`config.mk`:
```
export PLATFORM = sky130hd
export DESIGN_NAME = clock_calendar_set_editor
export DESIGN_NICKNAME = d
export VERILOG_FILES = /design/src/hw/rtl/ccse_pkg.sv /design/src/hw/rtl/ccse_adjust.sv /design/src/hw/rtl/clock_calendar_set_editor.sv
export VERILOG_INCLUDE_DIRS = /design/src /design/src/hw/rtl
export SDC_FILE = /design/constraint.sdc
export NUM_CORES = 1
export LEC_CHECK = 0
export ABC_CLOCK_PERIOD_IN_PS = 8900
export BUFFER_PORTS_ARGS = -buffer_cell sky130_fd_sc_hd__buf_2
export CAP_MARGIN = 40
export CORE_MARGIN = 2
export CORE_UTILIZATION = 35
export CTS_BUF_LIST = sky130_fd_sc_hd__clkbuf_8
export CTS_CLUSTER_DIAMETER = 150
export DETAILED_ROUTE_END_ITERATION = 8
export PLACE_DENSITY = 0.58
export SETUP_SLACK_MARGIN = 0.15
export SLEW_MARGIN = 10
export SYNTH_ARGS = -nofsm -noshare
export SYNTH_HDL_FRONTEND = slang
export SYNTH_SLANG_ARGS = --single-unit
```
`constraint.sdc`:
```
create_clock -name clk_i -period 8.9 [get_ports clk_i]
set_clock_uncertainty 0.1 [all_clocks]
set_input_delay 0.89 -clock clk_i [delete_from_list [all_inputs] [get_ports clk_i]]
set_output_delay 0.89 -clock clk_i [all_outputs]
set_load 0.05 [all_outputs]
```
`src/hw/rtl/clock_calendar_set_editor_macros.svh`:
```
// ---------------------------------------------------------------------------
// Assertion macros for the clock calendar set editor
// Concurrent checks clocked on clk_i and disabled while rst_ni is low.
// ---------------------------------------------------------------------------
`ifndef CLOCK_CALENDAR_SET_EDITOR_MACROS_SVH
`define CLOCK_CALENDAR_SET_EDITOR_MACROS_SVH

`ifndef SYNTH
// Implication check on every clock edge out of reset
`define CCSE_ASSERT(label, prop) \
  label: assert property (@(posedge clk_i) disable iff (!rst_ni) (prop)) \
    else $error("clock calendar set editor: assertion failed");
// Condition that must never be seen out of reset
`define CCSE_ASSERT_NEVER(label, cond) \
  label: assert property (@(posedge clk_i) disable iff (!rst_ni) !(cond)) \
    else $error("clock calendar set editor: forbidden condition seen");
`else
`define CCSE_ASSERT(label, prop)
`define CCSE_ASSERT_NEVER(label, cond)
`endif

`endif

```
`src/hw/rtl/ccse_pkg.sv`:
```
// ---------------------------------------------------------------------------
// ccse_pkg
// Widths, codes, item types and calendar helpers for the set editor.
// ---------------------------------------------------------------------------
`default_nettype none

package ccse_pkg;

  // Field widths
  localparam int YEAR_W    = 12;
  localparam int MONTH_W   = 4;
  localparam int DAY_W     = 5;
  localparam int HOUR_W    = 5;
  localparam int MIN_W     = 6;
  localparam int SEC_W     = 6;
  localparam int MODE_W    = 2;
  localparam int SEL_W     = 3;
  localparam int OP_W      = 2;
  localparam int CFG_IDX_W = 1;

  // Year limit reset values
  localparam logic [YEAR_W-1:0] YEAR_FLOOR_RST   = 12'd1970;
  localparam logic [YEAR_W-1:0] YEAR_CEILING_RST = 12'd2070;

  // Key codes
  localparam logic [OP_W-1:0] OP_ADVANCE = 2'd0;
  localparam logic [OP_W-1:0] OP_INC     = 2'd1;
  localparam logic [OP_W-1:0] OP_DEC     = 2'd2;
  localparam logic [OP_W-1:0] OP_COMMIT  = 2'd3;

  // Edit modes
  localparam logic [MODE_W-1:0] MODE_IDLE = 2'd0;
  localparam logic [MODE_W-1:0] MODE_TIME = 2'd1;
  localparam logic [MODE_W-1:0] MODE_DATE = 2'd2;

  // Field selection
  localparam logic [SEL_W-1:0] SEL_HOUR  = 3'd0;
  localparam logic [SEL_W-1:0] SEL_MIN   = 3'd1;
  localparam logic [SEL_W-1:0] SEL_SEC   = 3'd2;
  localparam logic [SEL_W-1:0] SEL_YEAR  = 3'd3;
  localparam logic [SEL_W-1:0] SEL_MONTH = 3'd4;
  localparam logic [SEL_W-1:0] SEL_DAY   = 3'd5;

  // Field limits
  localparam logic [HOUR_W-1:0]  HOUR_TOP  = 5'd23;
  localparam logic [MIN_W-1:0]   MIN_TOP   = 6'd59;
  localparam logic [SEC_W-1:0]   SEC_TOP   = 6'd59;
  localparam logic [MONTH_W-1:0] MONTH_TOP = 4'd12;
  localparam logic [MONTH_W-1:0] MONTH_BOT = 4'd1;
  localparam logic [DAY_W-1:0]   DAY_BOT   = 5'd1;

  // Reciprocal of 25 scaled by 2^17, exact for every 12-bit year
  localparam int          DIV25_SHIFT = 17;
  localparam logic [12:0] DIV25_RECIP = 13'd5243;
  localparam logic [7:0]  DIV25       = 8'd25;

  // Configuration register indexes
  typedef enum logic [CFG_IDX_W-1:0] {
    CFG_YEAR_FLOOR   = 1'b0,
    CFG_YEAR_CEILING = 1'b1
  } cfg_reg_e;

  typedef struct packed {
    logic [OP_W-1:0]    opcode;
    logic [YEAR_W-1:0]  now_year;
    logic [MONTH_W-1:0] now_month;
    logic [DAY_W-1:0]   now_day;
    logic [HOUR_W-1:0]  now_hour;
    logic [MIN_W-1:0]   now_minute;
    logic [SEC_W-1:0]   now_second;
  } in_item_t;

  typedef struct packed {
    logic [MODE_W-1:0]  edit_mode;
    logic [SEL_W-1:0]   selected_field;
    logic [YEAR_W-1:0]  edit_year;
    logic [MONTH_W-1:0] edit_month;
    logic [DAY_W-1:0]   edit_day;
    logic [HOUR_W-1:0]  edit_hour;
    logic [MIN_W-1:0]   edit_minute;
    logic [SEC_W-1:0]   edit_second;
    logic               commit_strobe;
  } out_item_t;

  // Edit copy of the clock value
  typedef struct packed {
    logic [YEAR_W-1:0]  year;
    logic [MONTH_W-1:0] month;
    logic [DAY_W-1:0]   day;
    logic [HOUR_W-1:0]  hour;
    logic [MIN_W-1:0]   minute;
    logic [SEC_W-1:0]   second;
  } date_time_t;

  // Gregorian leap test: divisible by 4 but not 100, or by 400
  function automatic logic is_leap(input logic [YEAR_W-1:0] year);
    logic [YEAR_W+12:0] prod;
    logic [7:0]         quot;
    logic [YEAR_W-1:0]  back;
    logic               div4;
    logic               div16;
    logic               div25;
    prod  = (YEAR_W+13)'(year) * (YEAR_W+13)'(DIV25_RECIP);
    quot  = prod[DIV25_SHIFT +: 8];
    back  = YEAR_W'(quot) * YEAR_W'(DIV25);
    div25 = (back == year);
    div4  = (year[1:0] == 2'd0);
    div16 = (year[3:0] == 4'd0);
    return (div16 && div25) || (div4 && !div25);
  endfunction

  // Days in a month; codes outside 1..12 count as 31 days
  function automatic logic [DAY_W-1:0] month_length(input logic [YEAR_W-1:0]  year,
                                                    input logic [MONTH_W-1:0] month);
    logic [DAY_W-1:0] len;
    case (month)
      4'd2:                  len = is_leap(year) ? 5'd29 : 5'd28;
      4'd4, 4'd6, 4'd9, 4'd11: len = 5'd30;
      default:               len = 5'd31;
    endcase
    return len;
  endfunction

endpackage

`default_nettype wire

```
`src/hw/rtl/ccse_adjust.sv`:
```
// ---------------------------------------------------------------------------
// ccse_adjust
// Steps the selected field of the edit copy up or down with wrap-around.
// ---------------------------------------------------------------------------
`default_nettype none

module ccse_adjust
  import ccse_pkg::*;
(
  input  logic [SEL_W-1:0]  field_i,
  input  logic              up_i,
  input  logic [YEAR_W-1:0] year_floor_i,
  input  logic [YEAR_W-1:0] year_ceiling_i,
  input  date_time_t        cur_i,
  output date_time_t        nxt_o
);

  logic [DAY_W-1:0] len;

  assign len = month_length(cur_i.year, cur_i.month);

  // Update only the selected field, hold the rest
  always_comb begin
    nxt_o = cur_i;
    case (field_i)
      SEL_HOUR: begin
        if (up_i) begin
          nxt_o.hour = (cur_i.hour >= HOUR_TOP) ? '0 : cur_i.hour + 1'b1;
        end else begin
          nxt_o.hour = (cur_i.hour == '0 || cur_i.hour > HOUR_TOP) ? HOUR_TOP
                                                                   : cur_i.hour - 1'b1;
        end
      end
      SEL_MIN: begin
        if (up_i) begin
          nxt_o.minute = (cur_i.minute >= MIN_TOP) ? '0 : cur_i.minute + 1'b1;
        end else begin
          nxt_o.minute = (cur_i.minute == '0 || cur_i.minute > MIN_TOP) ? MIN_TOP
                                                                        : cur_i.minute - 1'b1;
        end
      end
      SEL_SEC: begin
        if (up_i) begin
          nxt_o.second = (cur_i.second >= SEC_TOP) ? '0 : cur_i.second + 1'b1;
        end else begin
          nxt_o.second = (cur_i.second == '0 || cur_i.second > SEC_TOP) ? SEC_TOP
                                                                        : cur_i.second - 1'b1;
        end
      end
      SEL_YEAR: begin
        if (up_i) begin
          nxt_o.year = (cur_i.year >= year_ceiling_i) ? year_floor_i : cur_i.year + 1'b1;
        end else begin
          nxt_o.year = (cur_i.year <= year_floor_i) ? year_ceiling_i : cur_i.year - 1'b1;
        end
      end
      SEL_MONTH: begin
        if (up_i) begin
          nxt_o.month = (cur_i.month >= MONTH_TOP) ? MONTH_BOT : cur_i.month + 1'b1;
        end else begin
          nxt_o.month = (cur_i.month <= MONTH_BOT || cur_i.month > MONTH_TOP)
                        ? MONTH_TOP : cur_i.month - 1'b1;
        end
      end
      SEL_DAY: begin
        // A day beyond the month length wraps to the first on increment
        if (up_i) begin
          nxt_o.day = (cur_i.day >= len) ? DAY_BOT : cur_i.day + 1'b1;
        end else begin
          nxt_o.day = (cur_i.day <= DAY_BOT) ? len : cur_i.day - 1'b1;
        end
      end
      default: begin
        nxt_o = cur_i;
      end
    endcase
  end

endmodule

`default_nettype wire

```
`src/hw/rtl/clock_calendar_set_editor.sv`:
```
// ---------------------------------------------------------------------------
// clock_calendar_set_editor
// Key-driven editor for the time and date of a clock, with commit strobe.
// ---------------------------------------------------------------------------
// Path: an accepted key is held in the input register, then the result
// register is loaded together with the edit state.
// Throughput: one item per cycle unless the receiver stalls.
// Reset: asynchronous, active low; idle, hour selected, edit copy
// 0000-01-01 00:00:00, year limits 1970 and 2070, both channels empty.
`default_nettype none

`include "clock_calendar_set_editor_macros.svh"

module clock_calendar_set_editor
  import ccse_pkg::*;
(
  input  logic                 clk_i,
  input  logic                 rst_ni,
  input  logic                 cfg_we_i,
  input  logic [CFG_IDX_W-1:0] cfg_idx_i,
  input  logic [YEAR_W-1:0]    cfg_wdata_i,
  input  logic                 in_valid_i,
  output logic                 in_ready_o,
  input  in_item_t             in_data_i,
  output logic                 out_valid_o,
  input  logic                 out_ready_i,
  output out_item_t            out_data_o
);

  logic [YEAR_W-1:0] year_floor_q, year_ceiling_q;
  logic              s1_valid_q;
  in_item_t          s1_q;
  logic              out_valid_q;
  out_item_t         out_q;
  logic [MODE_W-1:0] mode_q, mode_d;
  logic [SEL_W-1:0]  field_q, field_d;
  date_time_t        edit_q, edit_d, adj;
  logic              strobe_d;
  logic              advance;
  logic              fire;
  cfg_reg_e          cfg_idx;

  assign advance     = !out_valid_q || out_ready_i;
  assign fire        = s1_valid_q && advance;
  assign in_ready_o  = !s1_valid_q || advance;
  assign out_valid_o = out_valid_q;
  assign out_data_o  = out_q;
  assign cfg_idx     = cfg_reg_e'(cfg_idx_i);

  // Write the year limits
  always_ff @(posedge clk_i or negedge rst_ni) begin
    if (!rst_ni) begin
      year_floor_q   <= YEAR_FLOOR_RST;
      year_ceiling_q <= YEAR_CEILING_RST;
    end else if (cfg_we_i) begin
      case (cfg_idx)
        CFG_YEAR_FLOOR:   year_floor_q   <= cfg_wdata_i;
        CFG_YEAR_CEILING: year_ceiling_q <= cfg_wdata_i;
        default:          year_floor_q   <= year_floor_q;
      endcase
    end
  end

  // Input register
  always_ff @(posedge clk_i or negedge rst_ni) begin
    if (!rst_ni) begin
      s1_valid_q <= 1'b0;
    end else if (in_ready_o) begin
      s1_valid_q <= in_valid_i;
    end
  end

  always_ff @(posedge clk_i) begin
    if (in_ready_o && in_valid_i) begin
      s1_q <= in_data_i;
    end
  end

  ccse_adjust u_adjust (
    .field_i        (field_q),
    .up_i           (s1_q.opcode == OP_INC),
    .year_floor_i   (year_floor_q),
    .year_ceiling_i (year_ceiling_q),
    .cur_i          (edit_q),
    .nxt_o          (adj)
  );

  // Decode the key against the current edit state
  always_comb begin
    mode_d   = mode_q;
    field_d  = field_q;
    edit_d   = edit_q;
    strobe_d = 1'b0;
    if (mode_q == MODE_IDLE) begin
      if (s1_q.opcode == OP_ADVANCE) begin
        edit_d.year   = s1_q.now_year;
        edit_d.month  = s1_q.now_month;
        edit_d.day    = s1_q.now_day;
        edit_d.hour   = s1_q.now_hour;
        edit_d.minute = s1_q.now_minute;
        edit_d.second = s1_q.now_second;
        mode_d        = MODE_TIME;
        field_d       = SEL_HOUR;
      end
    end else begin
      case (s1_q.opcode)
        OP_ADVANCE: begin
          // Leave without saving after the day field
          if (field_q >= SEL_DAY) begin
            field_d = SEL_HOUR;
            mode_d  = MODE_IDLE;
          end else begin
            field_d = field_q + 1'b1;
            if (field_d > SEL_SEC) begin
              mode_d = MODE_DATE;
            end
          end
        end
        OP_INC, OP_DEC: begin
          edit_d = adj;
        end
        OP_COMMIT: begin
          strobe_d = 1'b1;
          mode_d   = MODE_IDLE;
          field_d  = SEL_HOUR;
        end
        default: begin
          edit_d = edit_q;
        end
      endcase
    end
  end

  // Edit state, updated as each item moves to the result register
  always_ff @(posedge clk_i or negedge rst_ni) begin
    if (!rst_ni) begin
      mode_q        <= MODE_IDLE;
      field_q       <= SEL_HOUR;
      edit_q.year   <= '0;
      edit_q.month  <= MONTH_BOT;
      edit_q.day    <= DAY_BOT;
      edit_q.hour   <= '0;
      edit_q.minute <= '0;
      edit_q.second <= '0;
    end else if (fire) begin
      mode_q  <= mode_d;
      field_q <= field_d;
      edit_q  <= edit_d;
    end
  end

  // Result register
  always_ff @(posedge clk_i or negedge rst_ni) begin
    if (!rst_ni) begin
      out_valid_q <= 1'b0;
    end else if (advance) begin
      out_valid_q <= s1_valid_q;
    end
  end

  always_ff @(posedge clk_i) begin
    if (fire) begin
      out_q.edit_mode      <= mode_d;
      out_q.selected_field <= field_d;
      out_q.edit_year      <= edit_d.year;
      out_q.edit_month     <= edit_d.month;
      out_q.edit_day       <= edit_d.day;
      out_q.edit_hour      <= edit_d.hour;
      out_q.edit_minute    <= edit_d.minute;
      out_q.edit_second    <= edit_d.second;
      out_q.commit_strobe  <= strobe_d;
    end
  end

  // Checks
  `CCSE_ASSERT(a_idle_selects_hour, (mode_q == MODE_IDLE) |-> (field_q == SEL_HOUR))
  `CCSE_ASSERT(a_fire_gives_result, fire |=> out_valid_q)
  `CCSE_ASSERT(a_commit_ends_edit,
               (out_valid_q && out_q.commit_strobe) |-> (mode_q == MODE_IDLE))
  `CCSE_ASSERT_NEVER(a_date_field_in_time, (mode_q == MODE_TIME) && (field_q > SEL_SEC))

endmodule

`default_nettype wire

```
* Yosys cells after proc, flatten, opt, wreduce, memory -nomap -nowiden
Index checks and enable logic that the tools add are counted.
Operators by class: add/subtract/negate cells 13, multipliers 2, order comparisons 15, equality and inequality tests 14, muxes and demuxes 39, bitwise gates (word level) 1, reduce and logical (&&, ||, !) cells 26
Operators with widths (number):
- $mux W38 | 3
- $mux W12 | 4
- $mux W6 | 8
- $mux W5 | 8
- $mul A12 B13 Y25 const B | 1
- $mux W4 | 4
- $add A12 B1 Y12 const B | 1
- $add A6 B1 Y6 const B | 2
- $eq A12 B12 Y1 | 1
- $ge A12 B12 Y1 | 1
- $ge A6 B6 Y1 const B | 2
- $gt A6 B6 Y1 const B | 2
- $le A12 B12 Y1 | 1
- $logic_not A6 Y1 | 2
- $mul A8 B5 Y12 const B | 1
- $sub A12 B1 Y12 const B | 1
- $sub A6 B1 Y6 const B | 2
- $add A5 B1 Y5 const B | 2
- $pmux W5 S2 | 1
- $sub A5 B1 Y5 const B | 2
- $mux W3 | 3
- $eq A4 B3 Y1 const B | 2
- $eq A4 B4 Y1 const B | 2
- $mux W2 | 4
- other kinds (32) | 50
Word-level totals: flip-flop bits (word level) 153, input port bits 58, logic and storage cells 138

* Longest topological paths before layout
depth in word-level cells 14, depth in mapped cells 43

* Cells and area by module
A second synthesis with hierarchy kept.
Unflattened totals: cell total of the unflattened synthesis 1346, area total of the unflattened synthesis 13082.5 µm²
Modules (own cells, without submodules):
- ccse_adjust | instances 1, cells an instance 877, area an instance 6578.8 µm²
- clock_calendar_set_editor | instances 1, cells an instance 469, area an instance 6503.7 µm²

* Least setup slack after synthesis
No wires, ideal clock.
path type register -> register, start register edit_q[34] (netlist name), end register out_q, in the netlist out_data_o[22], data pin, library setup time 0.263 ns, arrival 8.625 ns, required time 8.537 ns, setup slack -0.088 ns, cell stages (with the launch flop) 38, buffers on the path 1, period minus slack after synthesis 8.988 ns, cells stage by stage dfrtp_1 > clkbuf_1 > inv_1 > fa_1 > fa_1 > fa_1 > inv_1 > fa_1 > inv_1 > fa_1 > inv_1 > ha_1 > and3_1 > nand2_1 > a31o_1 > nand3b_4 > o31a_4 > a21oi_1 > (+2 left out) > ha_1 > inv_1 > fa_1 > inv_1 > ha_1 > xnor2_1 > xnor2_1 > a211o_1 > nor4_1 > o2111a_1 > a31oi_1 > ha_1 > nand2b_1 > a21oi_1 > o21ai_0 > inv_1 > a211oi_1 > nor2_1
RTL lines:
- start: declaration | line clock_calendar_set_editor.sv:37 | date_time_t edit_q, edit_d, adj;
- start signal: assignment | line clock_calendar_set_editor.sv:148 | edit_q <= edit_d;
- end: declaration | line clock_calendar_set_editor.sv:34 | out_item_t out_q;

==> reports/metrics.csv <==
stage;metric;value;unit
clock_tree;htree depth;4;
detailed_routing;DR WL/cell;17.96;um
synthesis;top_reg_cell synth;edfxtp_1;
synthesis;Avg Cell Area, Syn;9.753;um^2
critical_path;worst setup path category;reg -> reg;
layout;Nets;1660;
sta;Slew @ Worst Pin;840.6;ps
placement;port buffer count;103;
layout;Area growth syn-to-layout;17.72;%
grt;number of global-route vias before repair;9590;
sta;Fmax achieved;117.1;MHz
placement;HPWL after DPL;25070;um
clock_tree;CTS tree;done;
layout;layout cells sized above 1;23.24;%
clock_tree;Clock Latency Late Sink;470;ps
synthesis;Synth cell types;76;
detailed_routing;final antenna-violating net count;0;
grt;global-route wire length before repair;52930;um
floorplanning;chip width;192.1;um
layout;Multi-input gate area;7781;um^2
grt;All-Layer GR Usage;18.56;%
layout;fillers;3421;
floorplanning;Initial Util;35.65;%
clock_tree;# clock sinks;153;
critical_path;Setup crit end kind;register;
sta;final setup vio count;0;
hold_path;hold crit path type;in -> async;
critical_path;CP max-delay cell;fa_1;
detailed_routing;via count;9754;
critical_path;CP Launch Type;register;
floorplanning;Die Span Y;192.1;um
synthesis;#FFs+latches synth;153;
synthesis;Post-synth EDFFs;84;
synthesis;Synth Warn #;0;
critical_path;Critical Path Start;edit_q[34]$_DFFE_PN0P_;
floorplanning;num ports;104;
synthesis;Synth Instances;1269;
sta;relative slew slack;43.75;%
critical_path;Crit path top cell by count;fa_1;
sta;fin crit period;8543;ps
grt;GRT overflow;0;
synthesis;synthesized cell area;12380;um^2
clock_tree;clock root buffer;clkbuf_8;
detailed_routing;DRT Pass-1 Iters;5;
detailed_routing;routed vias/inst;5.250;
clock_tree;clock slew at reported path FFs;100;ps
detailed_routing;DRC Markers;0;
floorplanning;Std-Cell Rows;68;
clock_tree;CTS max path bufs;2;
layout;post-layout util;41.97;%
sta;fin. max-slew vios;0;
synthesis;asr flop ratio synth;45.10;%
floorplanning;die area;36880;um^2
critical_path;Critical Path Fanout Max;4;
detailed_routing;DRT iter0 DRCs;618;
sta;Final Cycle Share;95.99;%
layout;# diodes;0;
synthesis;Synth Net Count;1539;
sta;count of final hold-check violations;0;
synthesis;sequential area share after synthesis;34.46;%
sta;RSZ-0062 raised after global routing;yes;
critical_path;CP max stage delay;580;ps
detailed_routing;final WL;33370;um
critical_path;Reg2Reg Launch Point;edit_q[34]$_DFFE_PN0P_;
grt;initial antenna violation count;0;
job;max_cap viols;0;
layout;most frequent cells in the layout;ha_1 (151), inv_1 (129), nand2_1 (115), buf_2 (102), edfxtp_1 (84);
placement;routability cong.;0.8549;
layout;most common cell after layout, fill and taps aside;ha_1;
clock_tree;CTS Buf Count;17;
floorplanning;Core Area;34710;um^2
critical_path;Critical Path RT;9180;ps
run_status;outcome;finished clean;
critical_path;critical path arrival;8830;ps
grt;largest net degree at the start of global routing;72;
layout;sequential cell area;4275;um^2
[state kept, by name, indices dropped and copies added (netlist names), 2 cells and up]
name,cells
edit_q,38
field_q,3
mode_q,2
out_data_o,44
s1_q,40
year_ceiling_q,12
year_floor_q,12
[repair_timing]
item	CTS	global route
setup endpoints to repair	10	10
hold buffers	0	0
resized for setup	35	46
cloned	0	0
buffers inserted	6	4
pin swaps	33	42
[worst max-delay path, delay by kind of cell, from the launching register on]
family	cells	cell delay (ps)
AOI/OAI and AO/OA	11	1770
xor gates and xnor gates	2	280
adders and majority gates	11	4380
buffers and inverters	9	680
DFF	1	370
and+or+nand+nor	8	890
[synthesized netlist by cell type, types with 3 or more instances]
cell	number	area, um^2
a211o_1	4	35.03
a211oi_1	17	127.6
a211oi_2	7	87.58
a21o_1	15	112.6
a21oi_1	67	335.3
a22oi_1	3	22.52
a311oi_1	4	35.03
a31oi_1	13	81.33
and2_1	9	56.30
and3_1	10	62.56
buf_1	8	30.03
buf_2	6	30.03
clkbuf_1	39	146.4
dfrtp_1	56	1401
dfstp_2	13	341.6
edfxtp_1	84	2522
fa_1	45	900.9
ha_1	167	2090
inv_1	138	518.0
inv_2	3	11.26
mux2_2	26	292.8
mux2i_1	10	100.1
nand2_1	116	435.4
nand2b_1	10	62.56
nand3_1	46	230.2
nand4_1	12	75.07
nor2_1	66	247.7
nor2b_1	5	31.28
nor3_1	29	145.1
nor4_1	3	18.77
o2111ai_1	7	61.31
o211ai_1	3	22.52
o21a_1	3	22.52
o21ai_0	63	315.3
o21ai_1	15	75.07
o221a_2	3	33.78
o22ai_1	22	137.6
o311ai_0	3	26.28
o31ai_1	9	67.56
or2_2	3	18.77
xnor2_1	43	376.6
xor2_1	20	175.2
[kinds of logic (layout without fill, tap and decap cells)]
logic type                 count (synthesis)  count (layout)  synth area share (%)
muxes                                     36              36                 3.174
adders and majority gates                212             212                 24.16
and+or+nand+nor                          323             323                 12.24
AOI/OAI and AO/OA                        284             284                 15.27
xor gates and xnor gates                  64              64                 4.590
DFF                                      153             153                 34.46
buffers and inverters                    197             331                 6.096
[metrics by stage]
stage	hold WS (ps)	setup TNS, ps	worst slack (ps)	cell area, um^2	cells
after floorplan	357.2	0	175.8	12390	1269
final	225.2	0	357.3	14570	1858
after global placement	374.0	0	35.43	13570	1814
after detailed placement	394.3	-676.2	-154.5	13600	1816
after CTS	211.0	0	181.2	14320	1854
after global routing	225.7	-16.17	-12.54	14570	1858
[final timing paths]
path	endpoint	slack [ps]	cells after the start
max in group asynchronous	edit_q[31]$_DFFE_PN0P_	7400	2
min	edit_q[21]$_DFFE_PN0P_	230	1
max reg2reg	edit_q[18]$_DFFE_PN0P_	360	41
min in group clk_i	out_valid_o$_DFFE_PN0P_	410	1
max	edit_q[18]$_DFFE_PN0P_	360	41
min reg2reg	out_valid_o$_DFFE_PN0P_	410	1
[layer usage]
layer	wire, um	up-vias	share of wire [%]	global-route usage [%]
met1	16360	4793	49	26.98
met2	15460	210	46	29.66
met5	0	-	0	0
met3	1218	17	3.7	2.138
li1	-	4734	-	-
met4	327	0	0.98	4.022
[layout make-up]
type | count | share of cell area (%)
sequential | 153 | 29.34
clock buffer | 17 | 1.606
multi-input combinational | 919 | 53.40
timing repair buffer | 157 | 6.690
tap | 455 | 3.907
inverter | 142 | 3.675
clock inverter | 15 | 1.374
Power is not shown: default switching activity piles up to over one toggle a cycle in this logic, so the estimate is an artifact.
